[src/rtl/character_range_expander_unit_defines.svh]
// Assertion macros used by the character range expander datapath.
`ifndef CHARACTER_RANGE_EXPANDER_UNIT_DEFINES_SVH
`define CHARACTER_RANGE_EXPANDER_UNIT_DEFINES_SVH

// Same-cycle implication, checked at every rising clock edge outside reset.
`define CRX_ASSERT_IMPL(lbl, ante, cons) \
    lbl: assert property (@(posedge clk) disable iff (!rst_n) (ante) |-> (cons)) \
        else $error("crx assertion failed");

// Next-cycle implication, checked at every rising clock edge outside reset.
`define CRX_ASSERT_NEXT(lbl, ante, cons) \
    lbl: assert property (@(posedge clk) disable iff (!rst_n) (ante) |=> (cons)) \
        else $error("crx assertion failed");

`endif

[src/rtl/crx_pkg.sv]
package crx_pkg;

    localparam logic [7:0] CH_UPPER_A = 8'h41;
    localparam logic [7:0] CH_UPPER_Z = 8'h5A;
    localparam logic [7:0] CH_LOWER_A = 8'h61;
    localparam logic [7:0] CH_LOWER_Z = 8'h7A;
    localparam logic [7:0] CH_DIGIT_0 = 8'h30;
    localparam logic [7:0] CH_DIGIT_9 = 8'h39;
    localparam logic [7:0] CH_DASH    = 8'h2D;

    typedef enum logic [1:0] {
        CLASS_NONE  = 2'd0,
        CLASS_UPPER = 2'd1,
        CLASS_LOWER = 2'd2,
        CLASS_DIGIT = 2'd3
    } class_t;

    typedef logic [2:0] upc_t;

    localparam upc_t UPC_FETCH      = 3'd0;
    localparam upc_t UPC_TEST_FULL  = 3'd1;
    localparam upc_t UPC_TEST_RANGE = 3'd2;
    localparam upc_t UPC_RANGE      = 3'd3;
    localparam upc_t UPC_LITERAL    = 3'd4;
    localparam upc_t UPC_INSERT     = 3'd5;
    localparam upc_t UPC_FLUSH      = 3'd6;

    typedef enum logic [2:0] {
        COND_IN_VALID   = 3'd0,
        COND_WIN_FULL   = 3'd1,
        COND_RANGE      = 3'd2,
        COND_RUN_DONE   = 3'd3,
        COND_LAST       = 3'd4,
        COND_FLUSH_DONE = 3'd5
    } cond_t;

    typedef enum logic [2:0] {
        OP_NONE       = 3'd0,
        OP_LOAD       = 3'd1,
        OP_SET_CNT    = 3'd2,
        OP_RANGE_STEP = 3'd3,
        OP_SHIFT_IN   = 3'd4,
        OP_INSERT     = 3'd5,
        OP_SHIFT_OUT  = 3'd6
    } op_t;

    typedef enum logic {
        SRC_CNT = 1'b0,
        SRC_W0  = 1'b1
    } src_t;

    typedef enum logic {
        RL_COND  = 1'b0,
        RL_NCOND = 1'b1
    } rl_t;

    typedef struct packed {
        cond_t cond;
        logic  wait_cond;
        op_t   op;
        logic  emit;
        src_t  src;
        rl_t   rl;
        upc_t  jump_true;
        upc_t  jump_false;
    } ucode_t;

    typedef struct packed {
        op_t  op;
        logic fire;
        logic emit;
        src_t src;
        logic run_last;
    } ctrl_t;

    typedef struct packed {
        logic win_full;
        logic is_range;
        logic run_done;
        logic last;
        logic flush_done;
        logic out_free;
    } status_t;

    function automatic class_t byte_class(logic [7:0] b);
        class_t cls;
        cls = CLASS_NONE;
        if (b >= CH_UPPER_A && b <= CH_UPPER_Z)
        begin
            cls = CLASS_UPPER;
        end
        else if (b >= CH_LOWER_A && b <= CH_LOWER_Z)
        begin
            cls = CLASS_LOWER;
        end
        else if (b >= CH_DIGIT_0 && b <= CH_DIGIT_9)
        begin
            cls = CLASS_DIGIT;
        end
        return cls;
    endfunction

    function automatic ucode_t ucode_rom(upc_t pc);
        ucode_t cw;
        cw = '{cond: COND_IN_VALID, wait_cond: 1'b0, op: OP_NONE, emit: 1'b0,
               src: SRC_W0, rl: RL_COND, jump_true: UPC_FETCH, jump_false: UPC_FETCH};
        case (pc)
            UPC_FETCH:
            begin
                cw.cond       = COND_IN_VALID;
                cw.wait_cond  = 1'b1;
                cw.op         = OP_LOAD;
                cw.jump_true  = UPC_TEST_FULL;
                cw.jump_false = UPC_FETCH;
            end
            UPC_TEST_FULL:
            begin
                cw.cond       = COND_WIN_FULL;
                cw.jump_true  = UPC_TEST_RANGE;
                cw.jump_false = UPC_INSERT;
            end
            UPC_TEST_RANGE:
            begin
                cw.cond       = COND_RANGE;
                cw.op         = OP_SET_CNT;
                cw.jump_true  = UPC_RANGE;
                cw.jump_false = UPC_LITERAL;
            end
            UPC_RANGE:
            begin
                cw.cond       = COND_RUN_DONE;
                cw.op         = OP_RANGE_STEP;
                cw.emit       = 1'b1;
                cw.src        = SRC_CNT;
                cw.rl         = RL_COND;
                cw.jump_true  = UPC_FETCH;
                cw.jump_false = UPC_RANGE;
            end
            UPC_LITERAL:
            begin
                cw.cond       = COND_LAST;
                cw.op         = OP_SHIFT_IN;
                cw.emit       = 1'b1;
                cw.src        = SRC_W0;
                cw.rl         = RL_NCOND;
                cw.jump_true  = UPC_FLUSH;
                cw.jump_false = UPC_FETCH;
            end
            UPC_INSERT:
            begin
                cw.cond       = COND_LAST;
                cw.op         = OP_INSERT;
                cw.jump_true  = UPC_FLUSH;
                cw.jump_false = UPC_FETCH;
            end
            UPC_FLUSH:
            begin
                cw.cond       = COND_FLUSH_DONE;
                cw.op         = OP_SHIFT_OUT;
                cw.emit       = 1'b1;
                cw.src        = SRC_W0;
                cw.rl         = RL_COND;
                cw.jump_true  = UPC_FETCH;
                cw.jump_false = UPC_FLUSH;
            end
            default:
            begin
                cw.jump_true  = UPC_FETCH;
                cw.jump_false = UPC_FETCH;
            end
        endcase
        return cw;
    endfunction

endpackage

[src/rtl/crx_sequencer.sv]
module crx_sequencer (
    input  logic              clk,
    input  logic              rst_n,
    input  logic              in_valid,
    output logic              in_stall,
    input  crx_pkg::status_t  status,
    output crx_pkg::ctrl_t    ctrl
);

    crx_pkg::upc_t   pc_reg;
    crx_pkg::upc_t   pc_next;
    crx_pkg::ucode_t cw;
    logic            cond_val;
    logic            fire;

    always_comb
    begin
        cw = crx_pkg::ucode_rom(pc_reg);
        case (cw.cond)
            crx_pkg::COND_IN_VALID:   cond_val = in_valid;
            crx_pkg::COND_WIN_FULL:   cond_val = status.win_full;
            crx_pkg::COND_RANGE:      cond_val = status.is_range;
            crx_pkg::COND_RUN_DONE:   cond_val = status.run_done;
            crx_pkg::COND_LAST:       cond_val = status.last;
            crx_pkg::COND_FLUSH_DONE: cond_val = status.flush_done;
            default:                  cond_val = 1'b0;
        endcase
        // An emitting step holds until the output register can take a beat.
        fire = (!cw.emit || status.out_free) && (!cw.wait_cond || cond_val);
        if (fire)
        begin
            pc_next = cond_val ? cw.jump_true : cw.jump_false;
        end
        else
        begin
            pc_next = pc_reg;
        end
        ctrl.op       = cw.op;
        ctrl.fire     = fire;
        ctrl.emit     = cw.emit;
        ctrl.src      = cw.src;
        ctrl.run_last = (cw.rl == crx_pkg::RL_COND) ? cond_val : !cond_val;
    end

    assign in_stall = (pc_reg != crx_pkg::UPC_FETCH);

    always_ff @(posedge clk or negedge rst_n)
    begin
        if (!rst_n)
        begin
            pc_reg <= crx_pkg::UPC_FETCH;
        end
        else
        begin
            pc_reg <= pc_next;
        end
    end

endmodule

[src/rtl/crx_datapath.sv]
`include "character_range_expander_unit_defines.svh"

module crx_datapath (
    input  logic              clk,
    input  logic              rst_n,
    input  logic [7:0]        in_char,
    input  logic              in_last,
    input  crx_pkg::ctrl_t    ctrl,
    output crx_pkg::status_t  status,
    output logic [7:0]        out_char,
    output logic              run_last,
    output logic              text_end,
    output logic              out_valid,
    input  logic              out_stall
);

    logic [7:0] w0_reg;
    logic [7:0] w0_next;
    logic [7:0] w1_reg;
    logic [7:0] w1_next;
    logic [1:0] fill_reg;
    logic [1:0] fill_next;
    logic [7:0] c_reg;
    logic [7:0] c_next;
    logic       last_reg;
    logic       last_next;
    logic [7:0] cnt_reg;
    logic [7:0] cnt_next;
    logic       out_valid_reg;
    logic       out_valid_next;
    logic [7:0] out_char_reg;
    logic [7:0] out_char_next;
    logic       run_last_reg;
    logic       run_last_next;
    logic       text_end_reg;
    logic       text_end_next;
    logic       emit_beat;

    crx_pkg::class_t w0_class;

    always_comb
    begin
        w0_class          = crx_pkg::byte_class(w0_reg);
        status.win_full   = (fill_reg == 2'd2);
        status.is_range   = (w0_class != crx_pkg::CLASS_NONE) && (w1_reg == crx_pkg::CH_DASH)
                            && (crx_pkg::byte_class(c_reg) == w0_class) && (c_reg >= w0_reg);
        status.run_done   = (cnt_reg == c_reg);
        status.last       = last_reg;
        status.flush_done = (fill_reg == 2'd1);
        status.out_free   = !out_valid_reg || !out_stall;
    end

    always_comb
    begin
        w0_next   = w0_reg;
        w1_next   = w1_reg;
        fill_next = fill_reg;
        c_next    = c_reg;
        last_next = last_reg;
        cnt_next  = cnt_reg;
        if (ctrl.fire)
        begin
            case (ctrl.op)
                crx_pkg::OP_LOAD:
                begin
                    c_next    = in_char;
                    last_next = in_last;
                end
                crx_pkg::OP_SET_CNT:
                begin
                    cnt_next = w0_reg;
                end
                crx_pkg::OP_RANGE_STEP:
                begin
                    cnt_next = cnt_reg + 8'd1;
                    if (status.run_done)
                    begin
                        fill_next = 2'd0;
                    end
                end
                crx_pkg::OP_SHIFT_IN:
                begin
                    w0_next   = w1_reg;
                    w1_next   = c_reg;
                    fill_next = 2'd2;
                end
                crx_pkg::OP_INSERT:
                begin
                    if (fill_reg == 2'd0)
                    begin
                        w0_next = c_reg;
                    end
                    else
                    begin
                        w1_next = c_reg;
                    end
                    fill_next = fill_reg + 2'd1;
                end
                crx_pkg::OP_SHIFT_OUT:
                begin
                    w0_next   = w1_reg;
                    fill_next = fill_reg - 2'd1;
                end
                default:
                begin
                    fill_next = fill_reg;
                end
            endcase
        end
    end

    assign emit_beat = ctrl.fire && ctrl.emit;

    always_comb
    begin
        out_valid_next = out_valid_reg;
        out_char_next  = out_char_reg;
        run_last_next  = run_last_reg;
        text_end_next  = text_end_reg;
        if (emit_beat)
        begin
            out_valid_next = 1'b1;
            out_char_next  = (ctrl.src == crx_pkg::SRC_CNT) ? cnt_reg : w0_reg;
            run_last_next  = ctrl.run_last;
            text_end_next  = ctrl.run_last && last_reg;
        end
        else if (!out_stall)
        begin
            out_valid_next = 1'b0;
        end
    end

    always_ff @(posedge clk or negedge rst_n)
    begin
        if (!rst_n)
        begin
            fill_reg      <= 2'd0;
            out_valid_reg <= 1'b0;
        end
        else
        begin
            fill_reg      <= fill_next;
            out_valid_reg <= out_valid_next;
        end
    end

    always_ff @(posedge clk)
    begin
        w0_reg       <= w0_next;
        w1_reg       <= w1_next;
        c_reg        <= c_next;
        last_reg     <= last_next;
        cnt_reg      <= cnt_next;
        out_char_reg <= out_char_next;
        run_last_reg <= run_last_next;
        text_end_reg <= text_end_next;
    end

    assign out_char  = out_char_reg;
    assign run_last  = run_last_reg;
    assign text_end  = text_end_reg;
    assign out_valid = out_valid_reg;

    `CRX_ASSERT_IMPL(a_fill_bound, 1'b1, fill_reg != 2'd3)
    `CRX_ASSERT_IMPL(a_end_is_run_last, out_valid_reg && text_end_reg, run_last_reg)
    `CRX_ASSERT_IMPL(a_range_in_bounds, emit_beat && (ctrl.src == crx_pkg::SRC_CNT),
                     cnt_reg <= c_reg)
    `CRX_ASSERT_NEXT(a_range_empties_window,
                     ctrl.fire && (ctrl.op == crx_pkg::OP_RANGE_STEP) && status.run_done,
                     fill_reg == 2'd0)

endmodule

[src/rtl/character_range_expander_unit.sv]
// Flow: a byte is taken only in the fetch step; the microprogram then tests the window and
// emits its beats (literal, range member or flushed byte) through the output register, and
// in_stall holds the next byte off until it is back at fetch. Each emitting step of the
// microprogram holds while the output register stalls; there is a single output register.
// Reset: rst_n clears the step counter, window fill count and output valid; window empty.
module character_range_expander_unit (
    input  logic       clk,
    input  logic       rst_n,
    input  logic [7:0] in_char,
    input  logic       in_last,
    input  logic       in_valid,
    output logic       in_stall,
    output logic [7:0] out_char,
    output logic       run_last,
    output logic       text_end,
    output logic       out_valid,
    input  logic       out_stall
);

    crx_pkg::ctrl_t   ctrl;
    crx_pkg::status_t status;

    crx_sequencer u_seq (
        .clk      (clk),
        .rst_n    (rst_n),
        .in_valid (in_valid),
        .in_stall (in_stall),
        .status   (status),
        .ctrl     (ctrl)
    );

    crx_datapath u_dp (
        .clk       (clk),
        .rst_n     (rst_n),
        .in_char   (in_char),
        .in_last   (in_last),
        .ctrl      (ctrl),
        .status    (status),
        .out_char  (out_char),
        .run_last  (run_last),
        .text_end  (text_end),
        .out_valid (out_valid),
        .out_stall (out_stall)
    );

endmodule

[config.mk]
export PLATFORM = sky130hd
export DESIGN_NAME = character_range_expander_unit
export DESIGN_NICKNAME = d
export VERILOG_FILES = /design/src/rtl/crx_pkg.sv /design/src/rtl/crx_sequencer.sv /design/src/rtl/crx_datapath.sv /design/src/rtl/character_range_expander_unit.sv
export VERILOG_INCLUDE_DIRS = /design/src /design/src/rtl
export SDC_FILE = /design/constraint.sdc
export NUM_CORES = 1
export LEC_CHECK = 0
export ABC_AREA = 1
export BUFFER_PORTS_ARGS = -buffer_cell sky130_fd_sc_hd__buf_2
export CORE_MARGIN = 8
export CORE_UTILIZATION = 30
export CTS_BUF_LIST = sky130_fd_sc_hd__clkbuf_4
export DETAILED_ROUTE_END_ITERATION = 8
export SLEW_MARGIN = 10
export SYNTH_ARGS = -nofsm -noshare
export SYNTH_HDL_FRONTEND = slang
export SYNTH_SLANG_ARGS = --single-unit
[constraint.sdc]
create_clock -name clk -period 3.26 [get_ports clk]
set_input_delay 0.163 -clock clk [delete_from_list [all_inputs] [get_ports clk]]
set_output_delay 0.163 -clock clk [all_outputs]
set_load 0.05 [all_outputs]
==> results.sh <==
export IMPL_ys_flop_type="edfxtp_1"
export IMPL_post_route_cells_drive_above_1_share_pct=12.4
export IMPL_start_kind="flop"
export IMPL_cp_required_ps=3250
export IMPL_port_buffers=24
export IMPL_holdWs_ps=45.1
export IMPL_synth_top_family_by_area="simple AND/OR/NAND/NOR gates"
export IMPL_cts_sinks=49
export IMPL_maxSlewHeadroom_pct=58.7
export IMPL_multi_input_area_um2=1210
export IMPL_muxShareOfSynthArea_pct=0
export IMPL_synth_compound_area_share_pct=6.77
export IMPL_fmax_mhz=381
export IMPL_drv_slew=0
export IMPL_min_period_ps=2630
export IMPL_wl_per_cell_um=12.0
export IMPL_cts_buffer_depth=2
export IMPL_grt_max_degree=20
export IMPL_setup_slack_ps=634
export IMPL_regArea_um2=1440
export IMPL_num_vias=2313
export IMPL_synth_xor_area_share_pct=1.82
export IMPL_async_flop_share_pct=12.2
export IMPL_grt_setup_unrepaired="no"
export IMPL_drc=0
export IMPL_status="complete, no violations"
export IMPL_mostFrequentLayoutCells="108 x nand2_1, 44 x inv_1, 43 x edfxtp_1"
export IMPL_synthSimpleGateAreaFrac_pct=28.3
export IMPL_wl_met3_um=318
export IMPL_irDropWorstVdd_v=0.000365
export IMPL_place_hpwl_um=4910
export IMPL_cts_root_buf="clkbuf_4"
export IMPL_synthCells=348
export IMPL_drt_total_wl_um=6180
export IMPL_synthesis_nets=373
export IMPL_fin_tns_setup_ps=0
export IMPL_num_rows=35
export IMPL_mappedNetlistArea_um2=2880
export IMPL_antenna_found_initial=0
export IMPL_n_antenna_cell=0
export IMPL_path_class="flop to flop"
export IMPL_tightest_slew_ps=617
export IMPL_finalSetupViolations=0
export IMPL_nFillCells=987
export IMPL_critPathCaptureType="flop"
export IMPL_start_util_pct=31.1
export IMPL_crit_fanout=8
export IMPL_postCtsSetupRepairBufs=0
export IMPL_fin_nets=411
export IMPL_top_layer="met4"
export IMPL_ys_ff_latch=49
export IMPL_timing_final_crit_share_pct=80.6
export IMPL_hold_path_class="primary input to flop"
export IMPL_overflow=0
export IMPL_area_growth_pct=14.4
export IMPL_path_clk_slew_ps=140
export IMPL_die_width_um=114
export IMPL_grt_pass1_wl_um=10200
export IMPL_ys_seq_area_share_pct=50.0
export IMPL_synth_warnings=0
export IMPL_cts_tree="built"
export IMPL_final_setup_skew_ps=19.3
export IMPL_synth_fa_ha_area_share_pct=5.21
export IMPL_p_per_area_nw_per_um2=879
export IMPL_met1_length_um=3160
export IMPL_clock_latency_ps=360
export IMPL_io_pins=25
export IMPL_globalplace_congestion=0.841
export IMPL_wl_met2_um=2620
export IMPL_yosys_cell_types_count=31
export IMPL_htree_num_levels=2
export IMPL_utilization_pct=35.5
export IMPL_post_place_ws_ps=637
export IMPL_numCtsBuffers=5
export IMPL_drv_cap=0
export IMPL_drtPass1Iterations=5
export IMPL_grt_pass1_vias=2161
export IMPL_syn_avg_cell_area_um2=8.28
export IMPL_critPathArrivalTime_ps=2620
export IMPL_leakage_nw=1.47
export IMPL_first_iter_violations=169
export IMPL_synth_edff_count=43
export IMPL_die_height_um=114
export IMPL_hold_viol=0
export IMPL_drtAntennaViolNets=0
export IMPL_layout_commonest_cell="nand2_1"
export IMPL_core_area_um2=9280
export IMPL_die_area_um2=13000
export IMPL_vias_per_cell=4.48
export IMPL_grt_usage_pct=9.71
==> area by class of cell <==
class | instances | share of cell area, %
clock buffers | 5 | 1.14
clock inverters | 3 | 0.380
inverters | 49 | 5.65
multi-input cells | 244 | 36.9
flip-flops and latches | 49 | 43.7
well taps | 129 | 4.90
repair buffers | 37 | 7.36
==> what timing repair did <==
| item | 4_1_cts | 5_1_grt |
|---|---|---|
| resized for setup | 0 | 0 |
| endpoints found under the setup margin | 0 | 0 |
| hold endpoints to repair | 15 | 0 |
| hold buffers | 10 | 0 |
==> power breakdown <==
group | switching (W) | internal [W] | total (W) | leakage, nW
Clock | 0.000186 | 0.0000786 | 0.000265 | 0.0300
Combinational | 0.000970 | 0.000433 | 0.00140 | 0.963
Sequential | 0.000218 | 0.00101 | 0.00123 | 0.477
==> final timing paths <==
check | from | endpoint | slack, ps | cells past startpoint
min in group asynchronous | rst_n | u_dp.out_valid | 150 | 2
max in group asynchronous | rst_n | u_seq.pc_reg[0] | 2950 | 2
worst min-delay path | out_stall | u_dp.out_valid | 50 | 3
worst max register to register | u_dp.c_reg[3] | u_dp.w1_reg[4] | 630 | 11
worst max-delay path | u_dp.c_reg[3] | u_dp.w1_reg[4] | 630 | 11
worst min register to register | u_dp.out_valid | u_dp.out_valid | 530 | 2
==> worst max-delay path, stage by stage, from the launching register on <==
cell and delay (ps):
edfxtp_1 540, ha_1 370, nand2_1 70, o21ai_0 180, nand2_1 70, nand2_1 60
a21oi_1 50, nor2_2 110, nand2_2 90, nand3_2 130, nand2_4 110, nor2_1 490
==> per-stage QoR <==
stage / cell area [µm²] / cells / total power [W]
global route: 3300 / 516 / 0.00316
global placement: 3150 / 498 / 0.00262
CTS: 3300 / 516 / 0.00292
detailed placement: 3150 / 498 / 0.00264
floorplan: 2880 / 348 / 0.00229
finish: 3300 / 516 / 0.00290
==> synth_stat cells, types with 2 or more instances <==
library cell / number / area share, %
a21oi_1: 7 / 1.2
buf_2: 2 / 0.35
buf_6: 2 / 0.78
clkbuf_1: 2 / 0.26
dfrtp_1: 6 / 5.2
edfxtp_1: 43 / 45
ha_1: 12 / 5.2
inv_1: 44 / 5.7
inv_2: 4 / 0.52
nand2_1: 108 / 14
nand2_2: 2 / 0.43
nand3_1: 26 / 4.5
nand4_1: 8 / 1.7
nor2_1: 33 / 4.3
nor2_2: 2 / 0.43
nor2_4: 2 / 0.78
nor3_1: 5 / 0.87
o211ai_1: 2 / 0.52
o21ai_0: 21 / 3.6
o21ai_1: 2 / 0.35
xnor2_1: 4 / 1.2
xor2_1: 2 / 0.61
==> metal layers <==
metal,track usage (%),vias to the layer above
met1,13.2,1034
met4,2.31,0
li1,-,1214
met2,15.1,59
met5,0,-
met3,2.32,6
==> cell families (layout without fill, tap and decap cells) <==
group | count (synthesis) | count (layout)
adder cells (fa/ha/maj) | 12 | 12
XOR/XNOR | 6 | 6
AND/OR/NAND/NOR | 190 | 190
AO/OA/AOI/OAI | 36 | 36
buffers and inverters | 55 | 94
flip-flops | 49 | 49
Power figures use the tool's default switching activity.
